### config.mk
export PLATFORM = sky130hd
export DESIGN_NAME = lru_key_value_cache_core
export DESIGN_NICKNAME = d
export VERILOG_FILES = /design/src/lkvc_pkg.sv /design/src/lru_key_value_cache_core.sv
export SDC_FILE = /design/constraint.sdc
export NUM_CORES = 2
export LEC_CHECK = 0
export ABC_AREA = 1
export BUFFER_PORTS_ARGS = -buffer_cell sky130_fd_sc_hd__buf_2
export CORE_UTILIZATION = 30
export DETAILED_ROUTE_END_ITERATION = 8
export GPL_TIMING_DRIVEN = 1
export PLACE_DENSITY = 0.42
export SLEW_MARGIN = 20
export SYNTH_ARGS = -nofsm -noshare
export SYNTH_HDL_FRONTEND = slang
export SYNTH_SLANG_ARGS = --single-unit
### constraint.sdc
create_clock -name clk -period 6.9 [get_ports clk]
set_input_delay 1.38 -clock clk [delete_from_list [all_inputs] [get_ports clk]]
set_output_delay 1.38 -clock clk [all_outputs]
set_load 0.01 [all_outputs]
### src/lkvc_pkg.sv
// shared constants and types of the lru key-value cache
package lkvc_pkg;

	localparam int DEFAULT_ENTRIES = 16;
	localparam int DATA_W          = 32;
	localparam int CAP_W           = 5;

	localparam logic [CAP_W-1:0]  CAP_RESET  = CAP_W'(16);
	localparam logic [DATA_W-1:0] MISS_VALUE = '1;
	localparam logic [DATA_W-1:0] PUT_VALUE  = '0;

	typedef enum logic {
		CMD_GET = 1'b0,
		CMD_PUT = 1'b1
	} cmd_t;

endpackage

### src/lru_key_value_cache_core.sv
// fully associative key-value cache with least-recently-used replacement
//
// Usage:
//   request channel (req_valid/req_stall) carries one word: command, key, value.
//   command get looks up key; put inserts or overwrites key with value.
//   response channel (rsp_valid/rsp_stall) returns one word per request:
//   hit, read_value (stored value on get hit, all ones on get miss, zero on
//   put) and evicted (a put of a new key removed the least recent entries).
//   A request passes through one request register, then a single pass of
//   parallel key compare, rank update and eviction into the response
//   register. One request per cycle is sustained while rsp_stall is low;
//   the rate is set by that single compare-and-update pass over all entries.
//   rsp_stall holds the response register; req_stall rises only while both
//   the request and response registers are occupied and the response stalls.
//   cfg_we/cfg_wdata writes the capacity (0 acts as 1, above ENTRIES acts as
//   ENTRIES); write it only while no request is in flight.
//   After reset the cache is empty and the capacity is 16.
module lru_key_value_cache_core #(
	parameter int ENTRIES = lkvc_pkg::DEFAULT_ENTRIES
) (
	input  logic                           clk,
	input  logic                           arst_n,
	input  logic                           cfg_we,
	input  logic [lkvc_pkg::CAP_W-1:0]     cfg_wdata,
	input  logic                           req_valid,
	output logic                           req_stall,
	input  logic                           command,
	input  logic signed [lkvc_pkg::DATA_W-1:0] key,
	input  logic signed [lkvc_pkg::DATA_W-1:0] value,
	output logic                           rsp_valid,
	input  logic                           rsp_stall,
	output logic                           hit,
	output logic signed [lkvc_pkg::DATA_W-1:0] read_value,
	output logic                           evicted
);
	import lkvc_pkg::*;

	localparam int RW    = (ENTRIES > 1) ? $clog2(ENTRIES) : 1;
	localparam int CNT_W = $clog2(ENTRIES + 1);

	// request register
	logic              valid_s1;
	cmd_t              command_s1;
	logic [DATA_W-1:0] key_s1;
	logic [DATA_W-1:0] value_s1;

	// response register
	logic              rsp_valid_q;
	logic              hit_q;
	logic [DATA_W-1:0] read_value_q;
	logic              evicted_q;

	// cache state
	logic [DATA_W-1:0] keys_q   [ENTRIES];
	logic [DATA_W-1:0] values_q [ENTRIES];
	logic [RW-1:0]     rank_q   [ENTRIES];
	logic [ENTRIES-1:0] valid_q;
	logic [CNT_W-1:0]  occ_q;
	logic [CAP_W-1:0]  cap_q;

	logic               advance;
	logic               accept;
	logic [CNT_W-1:0]   cap_eff;
	logic [ENTRIES-1:0] match;
	logic               found;
	logic [RW-1:0]      slot;
	logic [RW-1:0]      slot_rank;
	logic               is_put;
	logic               need_evict;
	logic [ENTRIES-1:0] evict_mask;
	logic [ENTRIES-1:0] valid_kept;
	logic [RW-1:0]      free_slot;
	logic [CNT_W-1:0]   occ_kept;

	logic [RW-1:0]      rank_d  [ENTRIES];
	logic [ENTRIES-1:0] valid_d;
	logic [CNT_W-1:0]   occ_d;
	logic               wr_en;
	logic [RW-1:0]      wr_slot;
	logic               wr_key;
	logic [DATA_W-1:0]  rsp_value_d;

	assign advance   = valid_s1 && (!rsp_valid_q || !rsp_stall);
	assign accept    = req_valid && !req_stall;
	assign req_stall = valid_s1 && !advance;

	assign rsp_valid  = rsp_valid_q;
	assign hit        = hit_q;
	assign read_value = read_value_q;
	assign evicted    = evicted_q;

	assign is_put = (command_s1 == CMD_PUT);

	always_comb begin
		if (cap_q == '0) begin
			cap_eff = CNT_W'(1);
		end else if (int'(cap_q) > ENTRIES) begin
			cap_eff = CNT_W'(ENTRIES);
		end else begin
			cap_eff = CNT_W'(cap_q);
		end
	end

	// parallel key compare
	always_comb begin
		for (int i = 0; i < ENTRIES; i++) begin
			match[i] = valid_q[i] && (keys_q[i] == key_s1);
		end
		found = |match;
		slot  = '0;
		for (int i = ENTRIES - 1; i >= 0; i--) begin
			if (match[i]) begin
				slot = RW'(i);
			end
		end
		slot_rank = rank_q[slot];
	end

	// eviction of every entry at or past the capacity boundary
	always_comb begin
		need_evict = is_put && !found && (occ_q >= cap_eff);
		for (int i = 0; i < ENTRIES; i++) begin
			evict_mask[i] = need_evict && valid_q[i] &&
				(CNT_W'(rank_q[i]) >= (cap_eff - CNT_W'(1)));
		end
		valid_kept = valid_q & ~evict_mask;
		occ_kept   = need_evict ? (cap_eff - CNT_W'(1)) : occ_q;
		free_slot  = '0;
		for (int i = ENTRIES - 1; i >= 0; i--) begin
			if (!valid_kept[i]) begin
				free_slot = RW'(i);
			end
		end
	end

	// next state
	always_comb begin
		rank_d      = rank_q;
		valid_d     = valid_q;
		occ_d       = occ_q;
		wr_en       = 1'b0;
		wr_key      = 1'b0;
		wr_slot     = slot;
		rsp_value_d = PUT_VALUE;
		if (found) begin
			for (int i = 0; i < ENTRIES; i++) begin
				if (valid_q[i] && (rank_q[i] < slot_rank)) begin
					rank_d[i] = rank_q[i] + RW'(1);
				end
			end
			rank_d[slot] = '0;
			wr_en        = is_put;
			if (!is_put) begin
				rsp_value_d = values_q[slot];
			end
		end else if (is_put) begin
			for (int i = 0; i < ENTRIES; i++) begin
				if (evict_mask[i]) begin
					rank_d[i] = '0;
				end else if (valid_kept[i]) begin
					rank_d[i] = rank_q[i] + RW'(1);
				end
			end
			valid_d            = valid_kept;
			valid_d[free_slot] = 1'b1;
			rank_d[free_slot]  = '0;
			occ_d              = occ_kept + CNT_W'(1);
			wr_en              = 1'b1;
			wr_key             = 1'b1;
			wr_slot            = free_slot;
		end else begin
			rsp_value_d = MISS_VALUE;
		end
	end

	always_ff @(posedge clk or negedge arst_n) begin
		if (!arst_n) begin
			valid_s1 <= 1'b0;
		end else if (accept) begin
			valid_s1 <= 1'b1;
		end else if (advance) begin
			valid_s1 <= 1'b0;
		end
	end

	always_ff @(posedge clk) begin
		if (accept) begin
			command_s1 <= cmd_t'(command);
			key_s1     <= key;
			value_s1   <= value;
		end
	end

	always_ff @(posedge clk or negedge arst_n) begin
		if (!arst_n) begin
			rsp_valid_q <= 1'b0;
		end else if (advance) begin
			rsp_valid_q <= 1'b1;
		end else if (!rsp_stall) begin
			rsp_valid_q <= 1'b0;
		end
	end

	always_ff @(posedge clk) begin
		if (advance) begin
			hit_q        <= found;
			read_value_q <= rsp_value_d;
			evicted_q    <= need_evict;
		end
	end

	always_ff @(posedge clk or negedge arst_n) begin
		if (!arst_n) begin
			cap_q <= CAP_RESET;
		end else if (cfg_we) begin
			cap_q <= cfg_wdata;
		end
	end

	always_ff @(posedge clk or negedge arst_n) begin
		if (!arst_n) begin
			valid_q <= '0;
			occ_q   <= '0;
			for (int i = 0; i < ENTRIES; i++) begin
				rank_q[i] <= '0;
			end
		end else if (advance) begin
			valid_q <= valid_d;
			occ_q   <= occ_d;
			rank_q  <= rank_d;
		end
	end

	always_ff @(posedge clk) begin
		if (advance && wr_en) begin
			values_q[wr_slot] <= value_s1;
			if (wr_key) begin
				keys_q[wr_slot] <= key_s1;
			end
		end
	end

	a_occ_matches_valid: assert property (@(posedge clk) disable iff (!arst_n)
		CNT_W'($countones(valid_q)) == occ_q)
		else $error("occupancy count differs from valid entries");

	a_occ_bounded: assert property (@(posedge clk) disable iff (!arst_n)
		int'(occ_q) <= ENTRIES)
		else $error("occupancy above entry count");

	a_evict_fills_to_cap: assert property (@(posedge clk) disable iff (!arst_n)
		advance && need_evict |=> occ_q == $past(cap_eff))
		else $error("eviction left wrong occupancy");

	a_evict_only_on_miss: assert property (@(posedge clk) disable iff (!arst_n)
		rsp_valid_q && evicted_q |-> !hit_q && read_value_q == PUT_VALUE)
		else $error("eviction reported on hit or get");

endmodule
After elaboration in Yosys (flattened, before gate mapping)

Memory sizes are Yosys's and may differ from the RTL's.
Index checks and enable logic that the tools add are counted.
Widths: inputs -> output; s select.

Add/sub/neg operators: 18
Equality and inequality tests: 17
Div/mod/pow operators: 0
$lt $le $gt $ge: 40
Multiply operators: 0
Shift operators: 0
Bitwise operators: 10
Muxes and demuxes: 159
Reduce and logical (&&, ||, !) cells: 85

Operator list:

| operator            | count |
|---|---|
| $mux 4              | 134 |
| $eq 32x32->1        | 16 |
| $and 64x64->64      | 2 |
| $mux 64             | 2 |
| $not 64->64         | 2 |
| $mux 32             | 3 |
| $ge 4x5->1          | 16 |
| $logic_and 1x1->1   | 73 |
| $add 4x1->4 const B | 16 |
| $lt 4x4->1          | 16 |
| $demux 4 s4         | 2 |
| $and 16x16->16      | 1 |
| $bmux 4 s4          | 1 |
| $not 16->16         | 1 |
| $or 16x16->16       | 1 |
| $reduce_or 16->1    | 1 |
| $mux 5              | 3 |
| $mux 1              | 13 |
| $ge 5x5->1 const B  | 2 |
| $lt 5x1->1 const B  | 2 |
| $not 4->5           | 2 |
| $add 5x1->5 const B | 1 |
| $ge 5x5->1          | 1 |
| $gt 5x5->1 const B  | 1 |
| other kinds (12)    | 17 |

Latch bits: 0
ROM bits: 0
Logic and storage cells: 358
Memories: 2
Memory bits (writable): 1,024
Output and inout bits: 36
Bits of input ports: 75
Register bits after elaboration: 191

Memory list:

| memory   | words | bits a word | rd ports | clocked after Yosys merged registers in | write ports | line                           | RTL |
|---|---|---|---|---|---|---|---|
| keys_q   | 16    | 32          | 16       | 0                                       | 1           | lru_key_value_cache_core.sv:54 | `logic [DATA_W-1:0] keys_q [ENTRIES];` |
| values_q | 16    | 32          | 1        | 0                                       | 1           | lru_key_value_cache_core.sv:55 | `logic [DATA_W-1:0] values_q [ENTRIES];` |

Logic depth before layout (Yosys ltp)

Depth after elaboration: 35
Mapped depth: 41

Least setup slack after synthesis

No wires, ideal clock.

Kind: input to register
Start: input port rsp_stall
End: memory keys_q[4][0] (enable)
Slack: 0.411 ns
Data required time: 6.439 ns
Data arrival time: 6.028 ns
Setup time: 0.461 ns
Buffers on the path: 0
Stages: 9
Path through: nand2_1 > inv_1 > nor2_1 > inv_1 > nor2_1 > inv_1 > nor2_1 > nand2_1 > nor3_1

Longest elaborated chain between the ends: 6

Ends and longest elaborated chain:

| item                         | line                            | RTL |
|---|---|---|
| start, declared              | lru_key_value_cache_core.sv:31  | `input logic rsp_stall,` |
| $logic_not 1->1              | n/a                             |  |
| $logic_or 1x1->1             | lru_key_value_cache_core.sv:83  | `assign advance = valid_s1 && (!rsp_valid_q \|\| !rsp_stall);` |
| $logic_and 1x1->1            | lru_key_value_cache_core.sv:83  |  |
| named net advance            | lru_key_value_cache_core.sv:61  | `logic advance;` |
| $logic_and 1x1->1            | lru_key_value_cache_core.sv:235 | `if (advance && wr_en) begin` |
| $mux 1                       | lru_key_value_cache_core.sv:235 |  |
| $mux 1 (implied by the code) | lru_key_value_cache_core.sv:238 | `keys_q[wr_slot] <= key_s1;` |
| end, declared                | lru_key_value_cache_core.sv:54  |  |

The timed path passes the listed nets, and every way through them passes these cells.

Final worst setup path

Start: register key_s1[24]
End: register rank_q[22] (netlist bit)

Longest elaborated chain between the ends: 35
Elaborated cells between the ends (all ways): 133

Ends and longest elaborated chain:

| item                                                           | line                            | RTL |
|---|---|---|
| start, declared                                                | lru_key_value_cache_core.sv:44  | `logic [DATA_W-1:0] key_s1;` |
| start signal, assigned                                         | lru_key_value_cache_core.sv:189 | `key_s1 <= key;` |
| $eq 32x32->1                                                   | lru_key_value_cache_core.sv:107 | `match[i] = valid_q[i] && (keys_q[i] == key_s1);` |
| $logic_and 1x1->1                                              | lru_key_value_cache_core.sv:107 |  |
| $reduce_or 16->1                                               | lru_key_value_cache_core.sv:109 | `found = \|match;` |
| $logic_not 1->1                                                | lru_key_value_cache_core.sv:121 | `need_evict = is_put && !found && (occ_q >= cap_eff);` |
| $logic_and 1x1->1 (2 in series)                                | lru_key_value_cache_core.sv:121 |  |
| $logic_and 1x1->1 (2 in series)                                | lru_key_value_cache_core.sv:123 | `evict_mask[i] = need_evict && valid_q[i] &&` |
| $not 16->16                                                    | lru_key_value_cache_core.sv:126 | `valid_kept = valid_q & ~evict_mask;` |
| $and 16x16->16                                                 | lru_key_value_cache_core.sv:126 |  |
| [... 17 more ...]                                              | n/a                             |  |
| $ge 5x5->1 (implied by the code) or $lt 5x1->1 (tied branches) | lru_key_value_cache_core.sv:166 | `rank_d[free_slot] = '0;` |
| $logic_and 1x1->1 (implied by the code)                        | lru_key_value_cache_core.sv:166 |  |
| $mux 4 (implied by the code)                                   | lru_key_value_cache_core.sv:166 |  |
| $demux 4 s4                                                    | lru_key_value_cache_core.sv:166 |  |
| $not 64->64 (no source line)                                   | n/a                             |  |
| $and 64x64->64 (no source line)                                | n/a                             |  |
| $mux 64                                                        | lru_key_value_cache_core.sv:156 | `end else if (is_put) begin` |
| $mux 64                                                        | lru_key_value_cache_core.sv:145 | `if (found) begin` |
| end signal, assigned                                           | lru_key_value_cache_core.sv:230 | `rank_q <= rank_d;` |
| end, declared                                                  | lru_key_value_cache_core.sv:56  | `logic [RW-1:0] rank_q [ENTRIES];` |

Several ways; a longest one is shown, not always the timed one. The select of a mux whose other input is x is not followed.
A chain may end at the register's enable or synchronous reset.

==> impl_metrics.json <==
{
  "root_buffer": "clkbuf_16",
  "finalSetupTns_ns": 0,
  "multi_input_area_mm2": 0.0165,
  "pwr_density_cell_mw_per_mm2": 349,
  "cts_tree": "done",
  "r2r_cells": 31,
  "synthesis.area_mm2": 0.0551,
  "initial_utilization_pct": 30.3,
  "die_w_um": 430,
  "vias": 38100,
  "ys_ff_latch": 1215,
  "worstSetupStartpoint": "key_s1[24]",
  "avgSynthCellArea_um2": 11.4,
  "slowest_stage": "a211oi_1",
  "dp_hpwl_um": 118000,
  "dp.cells": 7272,
  "max_stage_delay_ns": 0.62,
  "holdBufCountCts": 0,
  "setup_viol": 0,
  "cp.required_ns": 7.63,
  "hold_ws_ns": 0.503,
  "yosysWarnings": 0,
  "relSlewSlack_pct": 26.0,
  "async_flop_share_pct": 7.57,
  "worstPathMaxFanout": 30,
  "wl_per_cell_um": 25.3,
  "hp-start": "valid_s1",
  "register_area_mm2": 0.0360,
  "cp.arrival_ns": 7.19,
  "synth_edf_count": 1123,
  "maxCapViolations": 0,
  "path_buf_inv": 4,
  "syn_inst": 4812,
  "first_iter_violations": 3623,
  "core.rowCount": 156,
  "clk_latency_ns": 0.82,
  "rr_startpoint": "key_s1[24]",
  "final_cells": 7531,
  "grt_use_total_pct": 20.4,
  "grt_max_degree": 130,
  "maxSlewViolCount": 0,
  "post_cts_resize_count": 0,
  "port_buffers": 110,
  "ios": 111,
  "final.min_clock_period_ns": 6.46,
  "clockBufferDepth": 3,
  "die_area_mm2": 0.185,
  "n_fill_cell": 18000,
  "fin_skew_ns": 0.0606,
  "crit_family": "simple AND/OR/NAND/NOR gates",
  "postRouteAntennaNets": 0,
  "min_period_over_period_pct": 93.7,
  "syn2layout_area_growth_pct": 17.1,
  "final_hold_viol_count": 0,
  "die_h_um": 430,
  "irDropWorstVdd_v": 0.000260,
  "end_kind": "flip-flop",
  "crit_type": "flip-flop to flip-flop",
  "worst_pin_slew_ns": 1.10,
  "cts_made_buffers": 140,
  "ys_dominant_reg_cell": "edfxtp_1",
  "status": "complete, no violations",
  "synth_fp_nets": 4989,
  "seq_area_frac_synth_pct": 65.4,
  "fmax_ghz": 0.155,
  "core_mm2": 0.182,
  "firstDrtPassIters": 5,
  "grt.overflow.total": 0,
  "antenna_found_initial": 14,
  "grt_setup_unrepaired": "false",
  "cts_setup_buffers": 0,
  "min_path_cells": 2,
  "power_leakage_nw": 23.7,
  "h-tree-depth": 4,
  "drc": 0,
  "place_congestion": 0.880,
  "critPathLaunchType": "flip-flop",
  "first_global_vias": 37400,
  "clkSinkCount": 1215,
  "vias_per_cell": 5.06,
  "wl_um": 191000,
  "min_path_type": "flip-flop to flip-flop",
  "path_clk_slew_ns": 0.06,
  "yosysUniqueCellTypes": 62,
  "final_net_count": 5221,
  "grt_pass1_wl_um": 274000,
  "crit_top_cell": "nand2_1",
  "cp.depth": 31,
  "drive_gt1_share_pct": 13.3
}
-- worst min-delay path, stage by stage, from the launching register on --
cell and delay [ns]:
dfrtp_1 0.33, inv_1 0.08, nand2_1 0.07
-- state kept, by name, indices dropped and copies added, names as in the netlist --
name,cells
keys_q,512
values_q,512
rank_q,64
key_s1,32
read_value,32
value_s1,32
valid_q,16
cap_q,5
occ_q,5
command_s1,1
evicted,1
hit,1
rsp_valid,1
valid_s1,1
-- worst paths after layout --
kind | slack [ns] | end
min in group asynchronous | 0.63 | cap_q[0]
max reg2reg | 0.44 | rank_q[22]
min reg2reg | 0.50 | rsp_valid
max in group asynchronous | 5.03 | rank_q[54]
max | 0.44 | rank_q[22]
min | 0.50 | rsp_valid
-- synthesized netlist by cell type, drive strengths merged (5+ instances only) --
master	n	area, µm²
a221oi	13	114
o2111ai	12	168
inv	452	1700
o22ai	340	2130
o211ai	16	125
clkinv	22	82.6
a22oi	5	37.5
nand3b	18	135
a211oi	17	128
nand4	107	688
a21oi	112	591
edfxtp	1123	33700
nand3	240	1240
nand2	964	3780
xor2	93	815
nor2	266	1080
xnor2	134	1170
or2	45	282
o21a	21	158
nor4	6	58.8
dfrtp	91	2280
nor3	82	472
o221ai	7	61.3
ha	102	1280
o21ai	317	1590
clkbuf	78	293
buf	112	718
-- cells by family (layout without fill, tap and decap cells) --
| logic type | Yosys count | after routing | share of synthesized area, % |
|---|---|---|---|
| AOI/OAI and AO/OA | 870 | 870 | 9.41 |
| xor gates and xnor gates | 227 | 227 | 3.61 |
| adders and majority gates | 102 | 102 | 2.32 |
| buffers and inverters | 665 | 1010 | 5.10 |
| DFF | 1215 | 1215 | 65.4 |
| other | 0 | 4 | 0 |
| and+or+nand+nor | 1733 | 1733 | 14.1 |
-- placed cells by master, fill, tap and decap left out, types with 21 or more instances in the layout --
cell type	Yosys	final
xor2_1	93	92
buf_2	49	109
buf_4	28	119
ha_1	102	102
nand2_1	912	910
nand3_1	232	231
edfxtp_1	1123	1123
nor3_1	71	67
clkbuf_16	0	140
nand4_1	104	104
dfrtp_1	91	91
nor2_4	5	27
o22ai_1	340	340
nand2_2	45	45
nor2_1	254	233
inv_1	395	391
xnor2_1	134	134
buf_12	0	53
clkinv_1	22	54
inv_2	54	55
o21ai_0	275	275
a21oi_1	108	106
o21ai_1	40	40
o21a_1	21	21
clkbuf_1	78	31
-- metal layers --
layer | routed length, µm | vias to the layer above | track usage, % | share of wire (%)
met5 | 41 | - | 0 | 0.022
met4 | 4180 | 6 | 5.05 | 2.2
met3 | 9750 | 238 | 2.95 | 5.1
met2 | 89400 | 1120 | 33.2 | 47
met1 | 87300 | 19200 | 28.5 | 46
li1 | - | 17600 | - | -
-- per-stage QoR --
stage / utilization [%] / power (mW) / cell area, µm² / setup slack (ns)
floorplan: - / 13.1 / 55100 / 0.411
global placement: 33.0 / 15.1 / 59800 / 0.556
detailed placement: 33.0 / 15.1 / 59800 / 0.526
CTS: 35.5 / 22.7 / 64500 / 0.498
global route: 35.5 / 23.8 / 64500 / 0.0505
finish: 35.5 / 22.5 / 64500 / 0.437
-- report_power, final --
part / internal [mW] / total, mW / switching [mW]
registers: 8.62 / 9.33 / 0.712
logic: 1.91 / 5.62 / 3.71
clock network: 4.31 / 7.56 / 3.25
total: 14.8 / 22.5 / 7.68
-- area by class of cell --
type | count | share of cell area [%]
inverters | 474 | 2.78
diodes | 4 | 0.0155
well taps | 2370 | 4.60
clock buffers | 173 | 5.66
flip-flops and latches | 1215 | 55.9
clock inverters | 82 | 1.54
multi-input cells | 2932 | 25.6
repair buffers | 281 | 3.88
Note: power is estimated with default switching activity, not from simulation.
